--- config.mk ---
export PLATFORM = sky130hd
export DESIGN_NAME = sorted_priority_queue
export DESIGN_NICKNAME = d
export VERILOG_FILES = /design/src/rtl/sortpq_pkg.sv /design/src/rtl/sortpq_ctrl.sv /design/src/rtl/sortpq_dp.sv /design/src/rtl/sorted_priority_queue.sv
export VERILOG_INCLUDE_DIRS = /design/src /design/src/rtl
export SDC_FILE = /design/constraint.sdc
export NUM_CORES = 1
export LEC_CHECK = 0
export BUFFER_PORTS_ARGS = -buffer_cell sky130_fd_sc_hd__buf_4
export CAP_MARGIN = 0
export CELL_PAD_IN_SITES_DETAIL_PLACEMENT = 1
export CELL_PAD_IN_SITES_GLOBAL_PLACEMENT = 1
export CORE_UTILIZATION = 46
export DETAILED_ROUTE_END_ITERATION = 10
export PLACE_DENSITY = 0.88
export REMOVE_ABC_BUFFERS = 1
export SYNTH_ARGS = -nofsm -noshare
export SYNTH_HDL_FRONTEND = slang
export SYNTH_SLANG_ARGS = --single-unit
--- constraint.sdc ---
create_clock -name clk -period 4.8 [get_ports clk]
set_input_delay 0 -clock clk [delete_from_list [all_inputs] [get_ports clk]]
set_output_delay 0 -clock clk [all_outputs]
set_load 0.1 [all_outputs]
--- src/rtl/assert_macros.svh ---
// Assertion helpers for the RTL.
`ifndef ASSERT_MACROS_SVH
`define ASSERT_MACROS_SVH

`ifndef NO_ASSERTIONS

// a holds -> b holds in the same cycle
`define ASSERT_IMPLIES(label, clk, rst_n, a, b) \
    label: assert property (@(posedge clk) disable iff (!rst_n) (a) |-> (b)) \
        else $error("assertion failed");

// a holds -> b holds in the next cycle
`define ASSERT_NEXT(label, clk, rst_n, a, b) \
    label: assert property (@(posedge clk) disable iff (!rst_n) (a) |=> (b)) \
        else $error("assertion failed");

// expression never true
`define ASSERT_NEVER(label, clk, rst_n, a) \
    label: assert property (@(posedge clk) disable iff (!rst_n) !(a)) \
        else $error("assertion failed");

`else

`define ASSERT_IMPLIES(label, clk, rst_n, a, b)
`define ASSERT_NEXT(label, clk, rst_n, a, b)
`define ASSERT_NEVER(label, clk, rst_n, a)

`endif

`endif

--- src/rtl/sortpq_pkg.sv ---
`default_nettype none

package sortpq_pkg;

    localparam int unsigned DEPTH_DEF = 8;

    localparam int unsigned OP_W    = 2;
    localparam int unsigned VALUE_W = 32;
    localparam int unsigned PRIO_W  = 8;
    localparam int unsigned STAT_W  = 2;

    // opcodes
    localparam logic [OP_W-1:0] OP_ENQ  = 2'd0;
    localparam logic [OP_W-1:0] OP_DEQ  = 2'd1;
    localparam logic [OP_W-1:0] OP_PEEK = 2'd2;

    // result status codes
    localparam logic [STAT_W-1:0] ST_OK       = 2'd0;
    localparam logic [STAT_W-1:0] ST_REJ_FULL = 2'd1;
    localparam logic [STAT_W-1:0] ST_REJ_EMPT = 2'd2;

    // controller -> datapath
    typedef struct packed {
        logic capture;   // latch incoming request
        logic execute;   // apply request, load result register
    } cmd_t;

    // datapath -> controller / top
    typedef struct packed {
        logic full;
        logic empty;
    } stat_t;

endpackage

`default_nettype wire

--- src/rtl/sortpq_ctrl.sv ---
`default_nettype none

module sortpq_ctrl
(
    input  wire                 clk,
    input  wire                 rst_n,
    input  wire                 req_valid,
    input  wire                 res_ready,
    output logic                req_ready,
    output logic                res_valid,
    output sortpq_pkg::cmd_t    cmd
);

    typedef enum logic [0:0] {
        S_IDLE,
        S_EXEC
    } state_t;

    state_t state_reg;
    state_t state_next;
    logic   res_valid_reg;
    logic   res_valid_next;

    // result slot free, or being emptied this cycle
    logic slot_free;

    assign slot_free   = !res_valid_reg || res_ready;
    assign req_ready   = (state_reg == S_IDLE);
    assign res_valid   = res_valid_reg;
    assign cmd.capture = (state_reg == S_IDLE) && req_valid;
    assign cmd.execute = (state_reg == S_EXEC) && slot_free;

    always_comb
    begin
        state_next     = state_reg;
        res_valid_next = res_valid_reg && !res_ready;
        unique case (state_reg)
            S_IDLE:
            begin
                if (req_valid)
                begin
                    state_next = S_EXEC;
                end
            end
            S_EXEC:
            begin
                if (slot_free)
                begin
                    state_next     = S_IDLE;
                    res_valid_next = 1'b1;
                end
            end
            default:
            begin
                state_next = S_IDLE;
            end
        endcase
    end

    always_ff @(posedge clk or negedge rst_n)
    begin
        if (!rst_n)
        begin
            state_reg     <= S_IDLE;
            res_valid_reg <= 1'b0;
        end
        else
        begin
            state_reg     <= state_next;
            res_valid_reg <= res_valid_next;
        end
    end

endmodule

`default_nettype wire

--- src/rtl/sortpq_dp.sv ---
`default_nettype none

module sortpq_dp
#(
    parameter int unsigned DEPTH = sortpq_pkg::DEPTH_DEF
)
(
    input  wire                                  clk,
    input  wire                                  rst_n,
    input  sortpq_pkg::cmd_t                     cmd,
    input  wire  [sortpq_pkg::OP_W-1:0]          opcode,
    input  wire  signed [sortpq_pkg::VALUE_W-1:0] item_value,
    input  wire  [sortpq_pkg::PRIO_W-1:0]        item_priority,
    output logic [sortpq_pkg::STAT_W-1:0]        status,
    output logic                                 head_valid,
    output logic signed [sortpq_pkg::VALUE_W-1:0] head_value,
    output logic                                 queue_full,
    output sortpq_pkg::stat_t                    stat
);

    localparam int unsigned CW = $clog2(DEPTH + 1);
    localparam int unsigned VW = sortpq_pkg::VALUE_W;
    localparam int unsigned PW = sortpq_pkg::PRIO_W;
    localparam int unsigned SW = sortpq_pkg::STAT_W;

    // captured request
    logic [sortpq_pkg::OP_W-1:0] in_op_reg;
    logic [VW-1:0]               in_value_reg;
    logic [PW-1:0]               in_prio_reg;

    // sorted entries, index 0 is the head
    logic [VW-1:0] value_reg [DEPTH];
    logic [VW-1:0] value_next [DEPTH];
    logic [PW-1:0] prio_reg [DEPTH];
    logic [PW-1:0] prio_next [DEPTH];
    logic [CW-1:0] count_reg;
    logic [CW-1:0] count_next;

    // result register
    logic [SW-1:0] res_status_reg;
    logic          res_head_valid_reg;
    logic [VW-1:0] res_head_value_reg;
    logic          res_full_reg;

    logic          full;
    logic          empty;
    logic [SW-1:0] status_next;
    logic [DEPTH-1:0] move;   // entry at or behind the insert point

    assign full       = (count_reg == CW'(DEPTH));
    assign empty      = (count_reg == '0);
    assign stat.full  = full;
    assign stat.empty = empty;

    // parallel compare: strictly larger priority moves back, equal stays ahead
    always_comb
    begin
        for (int i = 0; i < DEPTH; i++)
        begin
            move[i] = (CW'(i) == count_reg) ||
                      ((CW'(i) < count_reg) && (prio_reg[i] > in_prio_reg));
        end
    end

    always_comb
    begin
        for (int i = 0; i < DEPTH; i++)
        begin
            value_next[i] = value_reg[i];
            prio_next[i]  = prio_reg[i];
        end
        count_next  = count_reg;
        status_next = sortpq_pkg::ST_OK;
        case (in_op_reg)
            sortpq_pkg::OP_ENQ:
            begin
                if (full)
                begin
                    status_next = sortpq_pkg::ST_REJ_FULL;
                end
                else
                begin
                    count_next = count_reg + CW'(1);
                    for (int i = 0; i < DEPTH; i++)
                    begin
                        if (move[i])
                        begin
                            if (i > 0 && move[(i > 0) ? i - 1 : 0])
                            begin
                                value_next[i] = value_reg[(i > 0) ? i - 1 : 0];
                                prio_next[i]  = prio_reg[(i > 0) ? i - 1 : 0];
                            end
                            else
                            begin
                                value_next[i] = in_value_reg;
                                prio_next[i]  = in_prio_reg;
                            end
                        end
                    end
                end
            end
            sortpq_pkg::OP_DEQ:
            begin
                if (empty)
                begin
                    status_next = sortpq_pkg::ST_REJ_EMPT;
                end
                else
                begin
                    count_next = count_reg - CW'(1);
                    for (int i = 0; i < DEPTH - 1; i++)
                    begin
                        value_next[i] = value_reg[i + 1];
                        prio_next[i]  = prio_reg[i + 1];
                    end
                end
            end
            default:
            begin
                // peek and unused code: no change
            end
        endcase
    end

    always_ff @(posedge clk)
    begin
        if (cmd.capture)
        begin
            in_op_reg    <= opcode;
            in_value_reg <= item_value;
            in_prio_reg  <= item_priority;
        end
        if (cmd.execute)
        begin
            for (int i = 0; i < DEPTH; i++)
            begin
                value_reg[i] <= value_next[i];
                prio_reg[i]  <= prio_next[i];
            end
            res_status_reg     <= status_next;
            res_head_valid_reg <= (count_next != '0);
            res_head_value_reg <= (count_next != '0) ? value_next[0] : '0;
            res_full_reg       <= (count_next == CW'(DEPTH));
        end
    end

    always_ff @(posedge clk or negedge rst_n)
    begin
        if (!rst_n)
        begin
            count_reg <= '0;
        end
        else if (cmd.execute)
        begin
            count_reg <= count_next;
        end
    end

    assign status     = res_status_reg;
    assign head_valid = res_head_valid_reg;
    assign head_value = res_head_value_reg;
    assign queue_full = res_full_reg;

endmodule

`default_nettype wire

--- src/rtl/sorted_priority_queue.sv ---
// Sorted priority queue: holds up to DEPTH entries (32-bit signed value, 8-bit priority),
// kept in order so the smallest priority number sits at the head; equal priorities keep
// arrival order. Each request on the slave side is one operation, chosen by s_tuser:
// enqueue inserts in sorted place (rejected with status 1 when full), dequeue drops the
// head (rejected with status 2 when empty), peek and the unused code change nothing.
// Every request gives exactly one result on the master side carrying status, head value
// with valid flag (value zero when empty) and the full flag, all as seen after the
// operation. A request is first captured into an input register, then applied in an
// execute step in which every entry compares its priority with the new one and shifts
// in parallel. s_tready is high only while the controller is idle, so a new request is
// not taken before the last one is applied; a result waiting on m_tready holds the next
// request's update until it is taken. The entry stores need no clearing after reset.
`default_nettype none

`include "assert_macros.svh"

module sorted_priority_queue
#(
    parameter int unsigned DEPTH = sortpq_pkg::DEPTH_DEF
)
(
    input  wire         clk,
    input  wire         rst_n,
    // requests
    input  wire         s_tvalid,
    output logic        s_tready,
    input  wire  [39:0] s_tdata,   // [31:0] item_value, [39:32] item_priority
    input  wire  [1:0]  s_tuser,   // [1:0] opcode
    // results
    output logic        m_tvalid,
    input  wire         m_tready,
    output logic [39:0] m_tdata    // [1:0] status, [2] head_valid, [34:3] head_value,
                                   // [35] queue_full, [39:36] zero
);

    sortpq_pkg::cmd_t  cmd;
    sortpq_pkg::stat_t stat;

    logic [sortpq_pkg::STAT_W-1:0]         status;
    logic                                  head_valid;
    logic signed [sortpq_pkg::VALUE_W-1:0] head_value;
    logic                                  queue_full;

    sortpq_ctrl u_ctrl
    (
        .clk       (clk),
        .rst_n     (rst_n),
        .req_valid (s_tvalid),
        .res_ready (m_tready),
        .req_ready (s_tready),
        .res_valid (m_tvalid),
        .cmd       (cmd)
    );

    sortpq_dp #(
        .DEPTH (DEPTH)
    ) u_dp (
        .clk           (clk),
        .rst_n         (rst_n),
        .cmd           (cmd),
        .opcode        (s_tuser),
        .item_value    (s_tdata[31:0]),
        .item_priority (s_tdata[39:32]),
        .status        (status),
        .head_valid    (head_valid),
        .head_value    (head_value),
        .queue_full    (queue_full),
        .stat          (stat)
    );

    assign m_tdata = {4'b0, queue_full, head_value, head_valid, status};

    // queue cannot be both full and empty
    `ASSERT_NEVER(a_full_empty, clk, rst_n, stat.full && stat.empty)
    // one request at a time: accepting blocks the next cycle
    `ASSERT_NEXT(a_one_at_a_time, clk, rst_n, s_tvalid && s_tready, !s_tready)
    // rejected enqueue only when the queue reports full
    `ASSERT_IMPLIES(a_rej_full, clk, rst_n,
        m_tvalid && (status == sortpq_pkg::ST_REJ_FULL), queue_full)
    // empty result carries zero head value and no full flag
    `ASSERT_IMPLIES(a_empty_head, clk, rst_n,
        m_tvalid && !head_valid, (head_value == '0) && !queue_full)

endmodule

`default_nettype wire
* Yosys cells after proc, flatten, opt, wreduce, memory -nomap -nowiden
Memories as Yosys holds them, arrays and structs flattened. Cells that the tools add are included.
Storage, ports and cells: word-level logic and storage cells 117, bits of input ports 46, output and inout port bits 42, memories 2, RAM bits 320, flip-flop bits (word level) 84
Memory list:
- u_dp.value_reg | depth 8, width 32, read ports 8, clocked after memory_dff 0, wr ports 8, line sortpq_dp.sv:32 | logic [VW-1:0] value_reg [DEPTH];
- u_dp.prio_reg | depth 8, width 8, read ports 8, clocked after memory_dff 0, wr ports 8, line sortpq_dp.sv:34 | logic [PW-1:0] prio_reg [DEPTH];
Cells by class: mux-type cells 51, reductions and logical operators 25, bitwise operators 1, $lt $le $gt $ge 16, equal/unequal tests 10, add/sub/neg operators 2
Operator list (number):
- $mux W32 | 16
- $pmux W224 S2 | 1
- $mux W256 | 1
- $mux W224 | 1
- $mux W8 | 16
- $pmux W56 S2 | 1
- $gt A8 B8 Y1 | 8
- $mux W64 | 1
- $mux W56 | 1
- $eq A3 B4 Y1 const A | 4
- $lt A3 B4 Y1 const A | 4
- $logic_and A1 B1 Y1 | 11
- $logic_or A1 B1 Y1 | 9
- $eq A2 B4 Y1 const A | 2
- $eq A4 B4 Y1 const B | 2
- $lt A1 B4 Y1 const A | 2
- $lt A2 B4 Y1 const A | 2
- $mux W4 | 2
- $pmux W4 S2 | 1
- $mux W1 | 7
- $add A4 B1 Y4 const B | 1
- $eq A1 B4 Y1 const A | 1
- $logic_not A4 Y1 | 1
- $pmux W2 S2 | 1
- other kinds (8) | 9

* Depth between registers and ports, before layout
Gate-level depths: netlist of run 1. An unclocked memory read counts as a cell.
depth in word-level cells 8, depth in mapped cells 13, gate-level depth less buffers 10

* Hierarchy
A second synthesis of run 1 with hierarchy kept.
Second synthesis, totals: cells, all modules 2112, area, all modules 23207.3 um2
By module, submodules not included:
- sortpq_dp | instances 1, cells an instance 2097, area an instance 23064.6 um2, sequential area each 12051.6 um2
- sortpq_ctrl | instances 1, cells an instance 8, area an instance 93.8 um2, sequential area each 50.0 um2
- sorted_priority_queue | instances 1, cells an instance 7, area an instance 48.8 um2, sequential area each 0.0 um2

* Least setup slack after synthesis of run 1
No wires, ideal clock.
path kind register to register, from register u_ctrl.res_valid_reg, in the netlist u_ctrl.res_valid, to memory u_dp.prio_reg[1][10] (netlist name) (enable), cell stages (with the launch flop) 6, arrival 5.071 ns, path buffers 0, data required time 4.349 ns, period minus slack after synthesis 5.521 ns, slack -0.721 ns, library setup time 0.451 ns, cells stage by stage dfrtp_1 > nand2b_1 > nand2_1 > inv_1 > nand2_1 > a21oi_1
RTL lines:
- start: declaration | line sortpq_ctrl.sv:21 | logic res_valid_reg;
- start signal: assignment | line sortpq_ctrl.sv:70 | res_valid_reg <= res_valid_next;
- end: declaration | line sortpq_dp.sv:34

* Worst setup path after layout of run 1
from register u_dp.count_reg[0], to register u_dp.res_head_value_reg[4], in the netlist u_dp.head_value[4] (data pin)
Between the ends: word-level cells in the longest chain between the ends 6, elaborated cells on any way between the ends 15, classes of those cells 2 x add/sub; 1 x order compare; 1 x eq/ne; 7 x mux; 4 x reduce/logical
RTL lines:
- start: declaration | line sortpq_dp.sv:36 | logic [CW-1:0] count_reg;
- start signal: assignment | line sortpq_dp.sv:155 | count_reg <= count_next;
- $lt A1 B4 Y1 | line sortpq_dp.sv:61 | ((CW'(i) < count_reg) && (prio_reg[i] > in_prio_reg));
- $logic_and A1 B1 Y1 | line sortpq_dp.sv:61
- $logic_or A1 B1 Y1 | line sortpq_dp.sv:60 | move[i] = (CW'(i) == count_reg) ||
- $mux W32 | line sortpq_dp.sv:86 | if (move[i])
- $mux W256 | line sortpq_dp.sv:77 | if (full)
- $pmux W224 S2 | line sortpq_dp.sv:74 | case (in_op_reg)
- end signal: assignment | line sortpq_dp.sv:142 | res_head_value_reg <= (count_next != '0) ? value_next[0] : '0;
- end: declaration | line sortpq_dp.sv:42 | logic [VW-1:0] res_head_value_reg;
Parallel ways exist; a longest one is shown, timed or not. A chain may end at the register's enable or synchronous reset.

==> qor.json, run 1 <==
{
  "number_of_non_filler_instances_in_the_completed_layout": 2566,
  "worst-endpoint-arrival_ns": 4.22,
  "synth_ff_type": "sky130_fd_sc_hd__edfxtp_1",
  "portion_of_total_power_attributed_to_the_clock_network_pct": 19.6,
  "globalRouteOverflowTotal": 0,
  "setup_viol": 0,
  "port_buffers": 83,
  "period_minus_slack_ns": 3.917,
  "clk_pin_slew_ns": 0.07,
  "synth_top_cell_by_area": "sky130_fd_sc_hd__edfxtp_1",
  "syn-mean-instance-area_sq_um": 11.39,
  "route.detailed.wl_per_inst_um": 27.62,
  "netlist-cell-type-count": 63,
  "total_negative_setup_slacks_ns": 0,
  "hpwl_um": 41490,
  "timing.rr.start": "u_dp.count_reg[0]",
  "grt_max_degree": 129,
  "reg2reg_setup_slack_ns": 0.88,
  "crit_path_start": "u_dp.count_reg[0]",
  "rsz0062_at_grt": "false",
  "antenna_left": 0,
  "cts_tree": "yes",
  "fin_worst_skew_ns": 0.02087,
  "cell_occurring_most_often_along_the_worst_timing_path": "sky130_fd_sc_hd__nor3_1",
  "grt_antenna_before_repair": 1,
  "synthesis.yosys.warnings": 0,
  "totalWireLength_um": 70870,
  "synth_top_family_by_area": "compound AO/OA/AOI/OAI gates",
  "status": "finished clean",
  "post_synth_mux_area_share_pct": 9.775,
  "crit_slowest_cell": "sky130_fd_sc_hd__or3b_2",
  "core_sq_um": 45580,
  "setup.worst_path.end": "u_dp.head_value[4]",
  "die_h_um": 217.5,
  "post_synth_main_area_contributors": "sky130_fd_sc_hd__edfxtp_1, sky130_fd_sc_hd__mux2i_1, sky130_fd_sc_hd__nand2_1, sky130_fd_sc_hd__ha_1, sky130_fd_sc_hd__o21ai_0",
  "die_w_um": 217.5,
  "worst-slew-pin-transition_ns": 1.159,
  "power.internal_mw": 9.745,
  "layout-area-overhead-vs-synth_pct": 14.64,
  "final_max_slew_viol_count": 0,
  "globalRouteTotalUtil_pct": 29.95,
  "post_drt_via_cell_ratio": 6.630,
  "drv_cap": 0,
  "critical_path.cell_chain": "inv_1 > ha_1 > or3b_2 > buf_4 > nor3_1 > nor3_1 > nand3_1 > nor2_8 > inv_4 > nand2_1 > nor2_1",
  "hold_viol": 0,
  "drt_iter0_drc": 1993,
  "required_ns": 5.10,
  "leakagePower_nw": 9.050,
  "layout_worst_path_cycle_share_pct": 81.61,
  "xor_and_xnor_fraction_of_the_mapped_netlist_area_pct": 0.08199,
  "switching_share_pct": 44.51,
  "place_congestion": 0.9580,
  "count_of_flip_flops_with_a_built_in_enable_after_synthesis": 398,
  "synth_top_cell_area_share_pct": 55.94,
  "cts_max_path_buffers": 3,
  "clkSinkCount": 404,
  "place_inst": 2442,
  "ff2ff_path_depth": 11,
  "share_of_cells_above_drive_strength_1_pct": 12.97,
  "vias": 17010,
  "slew-limit-headroom_pct": 22.48,
  "power.ir.vdd_worst_mv": 0.4986,
  "powerDensity_nw_per_um2": 717.1,
  "fp-row-count": 78,
  "syn_area_sq_um": 21360,
  "floorplan.initialDensity_pct": 46.88,
  "numCtsBuffers": 44,
  "antenna-diode-count": 0,
  "hold_slack_ns": 0.1291,
  "synth-async-reset-ratio_pct": 1.485,
  "worstPathMaxFanout": 27,
  "hold_class": "in2reg",
  "post_synth_fa_ha_maj_area_fraction_pct": 3.982,
  "fmax_mhz": 255.3,
  "postcts_resize_cnt": 0,
  "setup.worst_path.class": "reg2reg",
  "yosysSeqAreaShare_pct": 56.64,
  "synth-seq-cells": 404,
  "drt_drc_violations_left": 0,
  "power_frac_seq_pct": 35.5,
  "synth_compound_gate_area_share_pct": 14.78,
  "combinationalPowerShare_pct": 44.9,
  "worstSetupEndpointType": "flop",
  "drtPass1Iterations": 6,
  "ioPinCount": 88,
  "nNetsFinal": 2048,
  "htree_levels": 2,
  "critical-path-max-stage-delay_ns": 0.77,
  "synth_simple_gate_area_share_pct": 11.04,
  "worstSetupStartpointType": "flop",
  "worstReg2RegEnd": "u_dp.head_value[4]",
  "full_die_area_sq_um": 47310,
  "net-switching-power_mw": 7.818,
  "cts_root_buf": "sky130_fd_sc_hd__clkbuf_16",
  "grt_first_pass_wirelength_um": 108500,
  "max_ffs_per_register": 256,
  "grt_pass1_vias": 17980,
  "synthCells": 1875,
  "clock_insertion_delay_at_the_later_pin_of_the_skew_report_ns": 0.59,
  "fillers": 4642
}
## cells by family (layout without fill, tap and decap cells)
logic type      after synthesis  count (layout)
flops                       404             404
xor+xnor                      2               2
other cells                   1               4
simple gates                538             538
fa+ha+maj                    68              68
mux                         203             203
compound gates              474             474
buf+inv                     185             273
## per-layer routing
metal	vias up	routed length, um	GRT usage (%)
met4	2	2742	14.15
met2	983	35020	49.85
met3	198	5587	4.533
li1	7255	-	-
met5	-	13	0
met1	8574	27500	38.31
## how the worst min path moves through the flow
stage | startpoint | end | slack [ns] | cells past startpoint
6_report | s_tdata[34] | u_dp.in_prio_reg[2] | 0.13 | 2
5_1_grt | s_tdata[5] | u_dp.in_value_reg[5] | 0.14 | 2
3_5_place_dp | rst_n | u_ctrl.res_valid | -0.18 | 1
2_1_floorplan | rst_n | u_ctrl.res_valid | -0.30 | 0
4_1_cts | s_tdata[32] | u_dp.in_prio_reg[0] | 0.11 | 2
3_3_place_gp | rst_n | u_ctrl.res_valid | -0.18 | 1
## synthesized netlist by cell type, types with 25 or more instances
master	n
sky130_fd_sc_hd__a21oi_1	43
sky130_fd_sc_hd__a222oi_1	32
sky130_fd_sc_hd__buf_2	33
sky130_fd_sc_hd__clkbuf_1	109
sky130_fd_sc_hd__edfxtp_1	398
sky130_fd_sc_hd__ha_1	68
sky130_fd_sc_hd__inv_1	25
sky130_fd_sc_hd__mux2_2	41
sky130_fd_sc_hd__mux2i_1	161
sky130_fd_sc_hd__nand2_1	341
sky130_fd_sc_hd__nand3_1	76
sky130_fd_sc_hd__nand4_1	28
sky130_fd_sc_hd__nor2_1	36
sky130_fd_sc_hd__nor2b_1	31
sky130_fd_sc_hd__o211ai_1	96
sky130_fd_sc_hd__o21ai_0	153
sky130_fd_sc_hd__o22ai_1	36
## layout make-up
cell class	count	area, sq um	area share (%)
Tap cell	600	750.7	3.065
Clock inverter	23	214.0	0.8736
Inverter	26	101.3	0.4138
Sequential cell	404	12100	49.41
Clock buffer	55	1184	4.833
Multi-Input combinational cell	1289	8657	35.35
Timing Repair Buffer	169	1484	6.059
## power groups by stage
stage / logic (mW) / registers, mW / clock network (mW)
after global placement: 7.26 / 6.16 / 0
final: 7.89 / 6.23 / 3.45
after CTS: 7.74 / 6.18 / 3.43
after global routing: 8.28 / 6.30 / 3.58
after floorplan: 4.26 / 7.14 / 0
after detailed placement: 7.62 / 6.23 / 0
## cells in the final DEF (no fill, tap or decap), drive strengths merged, types with 46 or more instances in the layout
cell,instances
nand3,76
mux2i,161
ha,68
dlygate4sd3,46
o21ai,168
buf,123
edfxtp,398
nand2,341
clkbuf,55
o211ai,96
## metrics by stage
step | worst slack (ns) | total power, mW | cell area [sq um] | utilization, %
after floorplan | -5.468 | 11.40 | 20690 | -
after global placement | 1.189 | 13.42 | 22630 | 49.66
after detailed placement | 1.020 | 13.84 | 22630 | 49.66
after CTS | 0.9865 | 17.36 | 24490 | 53.74
after global routing | 0.7310 | 18.16 | 24490 | 53.74
final | 0.8828 | 17.56 | 24490 | 53.74
## worst max-delay path: cells and delay by family (launching register included)
kind | cells | cell delay (ns)
DFF | 1 | 0.58
buffers and inverters | 3 | 0.84
adders and majority gates | 1 | 0.30
and+or+nand+nor | 7 | 1.89
## what timing repair did
action,in CTS,in global routing
endpoints found under the setup margin,0,0
hold buffers,46,0
setup buffers,0,0
endpoints found under the hold margin,63,0
Note: power is estimated with default switching activity, not from simulation.
==> run 2: changes to the inputs <==
Settings changed: CORE_UTILIZATION 46 to 51, PLACE_DENSITY 0.88 to 0.92.
Clock period 4.8 ns to 4 ns, I/O delays scaled along.
==> qor.json, run 2 (synthesis gave the netlist of run 1 again) <==
{
  "layout.cell_area.non_filler": {"value": 24480, "unit": "sq um", "change": "was 24,490 sq um"},
  "reg2reg_setup_slack": {"value": 0.18, "unit": "ns", "change": "was 0.88 ns"},
  "worstSetupStartpointType": {"value": "flop", "change": "unchanged"},
  "place_inst": {"value": 2382, "change": "was 2,442"},
  "cts_root_buf": {"value": "sky130_fd_sc_hd__clkbuf_16", "change": "unchanged"},
  "htree_levels": {"value": 2, "change": "unchanged"},
  "setup.worst_path.class": {"value": "reg2reg", "change": "unchanged"},
  "setup_viol": {"value": 0, "change": "unchanged"},
  "total_negative_setup_slacks": {"value": 0, "unit": "ns", "change": "unchanged"},
  "powerDensity": {"value": 885.4, "unit": "nW/um^2", "change": "was 717.1 nW/um^2"},
  "full_die_area": {"value": 42710, "unit": "sq um", "change": "was 47,310 sq um"},
  "portion_of_total_power_attributed_to_the_clock_network": {"value": 19.2, "unit": "%", "change": "was 19.6%"},
  "globalRouteOverflowTotal": {"value": 0, "change": "unchanged"},
  "fp-row-count": {"value": 74, "change": "was 78"},
  "switching_share": {"value": 45.93, "unit": "%", "change": "was 44.51%"},
  "hold_path_depth": {"value": 2, "change": "unchanged"},
  "violated_checks": "design-rule violations",
  "multi_input_comb_area": {"value": 8657, "unit": "sq um", "change": "unchanged"},
  "cts_tree": {"value": "yes", "change": "unchanged"},
  "route.detailed.wl_per_inst": {"value": 30.85, "unit": "um", "change": "was 27.62 um"},
  "area_taken_by_flip_flops_and_latches": {"value": 12100, "unit": "sq um", "change": "unchanged"},
  "ioPinCount": {"value": 88, "change": "unchanged"},
  "antenna_left": {"value": 0, "change": "unchanged"},
  "top_library_cells_by_usage_in_the_layout_fill_and_taps_aside": {"value": "sky130_fd_sc_hd__edfxtp_1, sky130_fd_sc_hd__nand2_1, sky130_fd_sc_hd__mux2i_1", "change": "unchanged"},
  "globalRouteMet3Util": {"value": 8.226, "unit": "%", "change": "was 4.533%"},
  "layout-area-overhead-vs-synth": {"value": 14.58, "unit": "%", "change": "was 14.64%"},
  "fillers": {"value": 4158, "change": "was 4,642"},
  "number_of_non_filler_instances_in_the_completed_layout": {"value": 2509, "change": "was 2,566"},
  "postLayoutCoreUtil": {"value": 59.55, "unit": "%", "change": "was 53.74%"},
  "power.internal": {"value": 11.72, "unit": "mW", "change": "was 9.745 mW"},
  "grt_pass1_vias": {"value": 18950, "change": "was 17,980"},
  "final.setup.worst_slack": {"value": 0.1826, "unit": "ns", "change": "was 0.8828 ns"},
  "combinationalPowerShare": {"value": 45.8, "unit": "%", "change": "was 44.9%"},
  "grt_first_pass_wirelength": {"value": 116500, "unit": "um", "change": "was 108,500 um"},
  "vias": {"value": 18090, "change": "was 17,010"},
  "hold_viol": {"value": 0, "change": "unchanged"},
  "globalRouteMet2Util": {"value": 59.70, "unit": "%", "change": "was 49.85%"},
  "die_w": {"value": 206.7, "unit": "um", "change": "was 217.5 um"},
  "drt_drc_violations_left": {"value": 4, "change": "was 0"},
  "totalWireLength": {"value": 77400, "unit": "um", "change": "was 70,870 um"},
  "hpwl": {"value": 43670, "unit": "um", "change": "was 41,490 um"},
  "hold_class": {"value": "in2reg", "change": "unchanged"},
  "net-switching-power": {"value": 9.956, "unit": "mW", "change": "was 7.818 mW"},
  "slew-limit-headroom": {"value": 14.37, "unit": "%", "change": "was 22.48%"},
  "worst-slew-pin-transition": {"value": 1.282, "unit": "ns", "change": "was 1.159 ns"},
  "grt_antenna_before_repair": {"value": 2, "change": "was 1"},
  "leakagePower": {"value": 9.097, "unit": "nW", "change": "was 9.050 nW"},
  "worstSetupEndpointType": {"value": "flop", "change": "unchanged"},
  "hp-start": {"value": "s_tdata[20]", "change": "was s_tdata[34]"},
  "post_cts_buffers": {"value": 0, "change": "unchanged"},
  "global_route.peak_usage_layer": {"value": "met2", "change": "unchanged"},
  "die_h": {"value": 206.7, "unit": "um", "change": "was 217.5 um"},
  "dp_slack": {"value": 0.4798, "unit": "ns", "change": "was 1.020 ns"},
  "numCtsBuffers": {"value": 45, "change": "was 44"},
  "worstReg2RegEnd": {"value": "u_dp.head_value[16]", "change": "was u_dp.head_value[4]"},
  "globalRouteTotalUtil": {"value": 36.61, "unit": "%", "change": "was 29.95%"},
  "postcts_resize_cnt": {"value": 0, "change": "unchanged"},
  "timing.rr.start": {"value": "u_dp.count_reg[1]", "change": "was u_dp.count_reg[0]"},
  "power.ir.vdd_worst": {"value": 0.6485, "unit": "mV", "change": "was 0.4986 mV"},
  "share_of_cells_above_drive_strength_1": {"value": 13.26, "unit": "%", "change": "was 12.97%"},
  "place_congestion": {"value": 0.9192, "change": "was 0.9580"},
  "grt_max_degree": {"value": 108, "change": "was 129"},
  "timing.hold.worst_endpoint": {"value": "u_dp.in_value_reg[20]", "change": "was u_dp.in_prio_reg[2]"},
  "worst-endpoint-arrival": {"value": 4.16, "unit": "ns", "change": "was 4.22 ns"},
  "layout.cells.most_common": {"value": "sky130_fd_sc_hd__edfxtp_1", "change": "unchanged"},
  "place_area": {"value": 22620, "unit": "sq um", "change": "was 22,630 sq um"},
  "core": {"value": 41110, "unit": "sq um", "change": "was 45,580 sq um"},
  "clk_pin_slew": {"value": 0.07, "unit": "ns", "change": "about the same"},
  "power_frac_seq": {"value": 35.0, "unit": "%", "change": "was 35.5%"},
  "hold_slack": {"value": 0.1121, "unit": "ns", "change": "was 0.1291 ns"},
  "totalPowerFinal": {"value": 21.68, "unit": "mW", "change": "was 17.56 mW"},
  "fmax": {"value": 262.0, "unit": "MHz", "change": "was 255.3 MHz"},
  "period_minus_slack": {"value": 3.817, "unit": "ns", "change": "was 3.917 ns"},
  "drv_cap": {"value": 0, "change": "unchanged"},
  "required": {"value": 4.35, "unit": "ns", "change": "was 5.10 ns"},
  "rsz0062_at_grt": {"value": "false", "change": "unchanged"},
  "cts_max_path_buffers": {"value": 3, "change": "unchanged"},
  "worstPathMaxFanout": {"value": 25, "change": "was 27"},
  "post_drt_via_cell_ratio": {"value": 7.211, "change": "was 6.630"},
  "floorplan.initialDensity": {"value": 51.97, "unit": "%", "change": "was 46.88%"},
  "ff2ff_path_depth": {"value": 9, "change": "was 11"},
  "fin_worst_skew": {"value": 0.02965, "unit": "ns", "change": "was 0.02087 ns"},
  "drtPass1Iterations": {"value": 9, "change": "was 6"},
  "layout_worst_path_cycle_share": {"value": 95.43, "unit": "%", "change": "was 81.61%"},
  "clock_insertion_delay_at_the_later_pin_of_the_skew_report": {"value": 0.61, "unit": "ns", "change": "was 0.59 ns"},
  "drt_iter0_drc": {"value": 2206, "change": "was 1,993"},
  "clkSinkCount": {"value": 404, "change": "unchanged"},
  "port_buffers": {"value": 83, "change": "unchanged"},
  "nNetsFinal": {"value": 2057, "change": "was 2,048"},
  "final_max_slew_viol_count": {"value": 0, "change": "unchanged"},
  "status": {"value": "finished with violations", "change": "was finished clean"},
  "max_ffs_per_register": {"value": 256, "change": "unchanged"},
  "groute.layer.met1.usage": {"value": 44.51, "unit": "%", "change": "was 38.31%"}
}
run 2: cell types whose count changed in the layout (fill, tap and decap cells not counted), sizes merged:
cell,change
bufinv,-1
diode,+1
clkinv,+4
inv,+1
clkinvlp,-2
buf,+8
run 2: area by class of cell:
type | count | area share, %
repair buffers | 177 | 6.358
clock buffers | 55 | 4.840
clock inverters | 25 | 0.8587
diodes | 1 | 0.01022
well taps | 532 | 2.719
inverters | 26 | 0.4140
flip-flops and latches | 404 | 49.44
multi-input cells | 1289 | 35.36
run 2: power by group through the flow:
stage          Sequential, mW  Combinational (mW)  Clock [mW]
2_1_floorplan            8.57                5.11           0
3_3_place_gp             7.39                8.79           0
3_5_place_dp             7.51                9.35           0
4_1_cts                  7.47                9.56        4.11
5_1_grt                  7.64                10.3        4.28
6_report                 7.59                9.92        4.16
run 2: how the worst max path moves through the flow:
stage	startpoint	to
final	u_dp.count_reg[1]	u_dp.head_value[16]
after floorplan	u_dp.in_op_reg[0]	u_dp.value_reg[0][11]
after CTS	u_dp.count_reg[1]	u_dp.head_value[23]
after global routing	u_dp.count_reg[1]	u_dp.head_value[7]
after global placement	u_dp.count_reg[1]	u_dp.head_value[7]
after detailed placement	u_dp.count_reg[1]	u_dp.head_value[27]
run 2: what timing repair did:
action	CTS	global route
endpoints found under the setup margin	0	0
hold endpoints to repair	50	0
hold buffers	46	0
run 2: worst max-delay path, cell delays in order (launching register included):
cell                        delay (ns)
sky130_fd_sc_hd__dfrtp_1          0.51
sky130_fd_sc_hd__inv_1            0.23
sky130_fd_sc_hd__ha_1             0.36
sky130_fd_sc_hd__or3b_2           0.77
sky130_fd_sc_hd__nand2_1          0.55
sky130_fd_sc_hd__buf_4            0.32
sky130_fd_sc_hd__o22ai_1          0.11
sky130_fd_sc_hd__nand2_1          0.09
sky130_fd_sc_hd__o2111ai_1        0.19
sky130_fd_sc_hd__a21oi_1          0.44
run 2: layer usage:
metal / up-vias / wire (um)
li1: 7294 / -
met1: 8943 / 27630
met2: 1459 / 37390
met3: 396 / 7809
met4: 0 / 4579
met5: - / 0
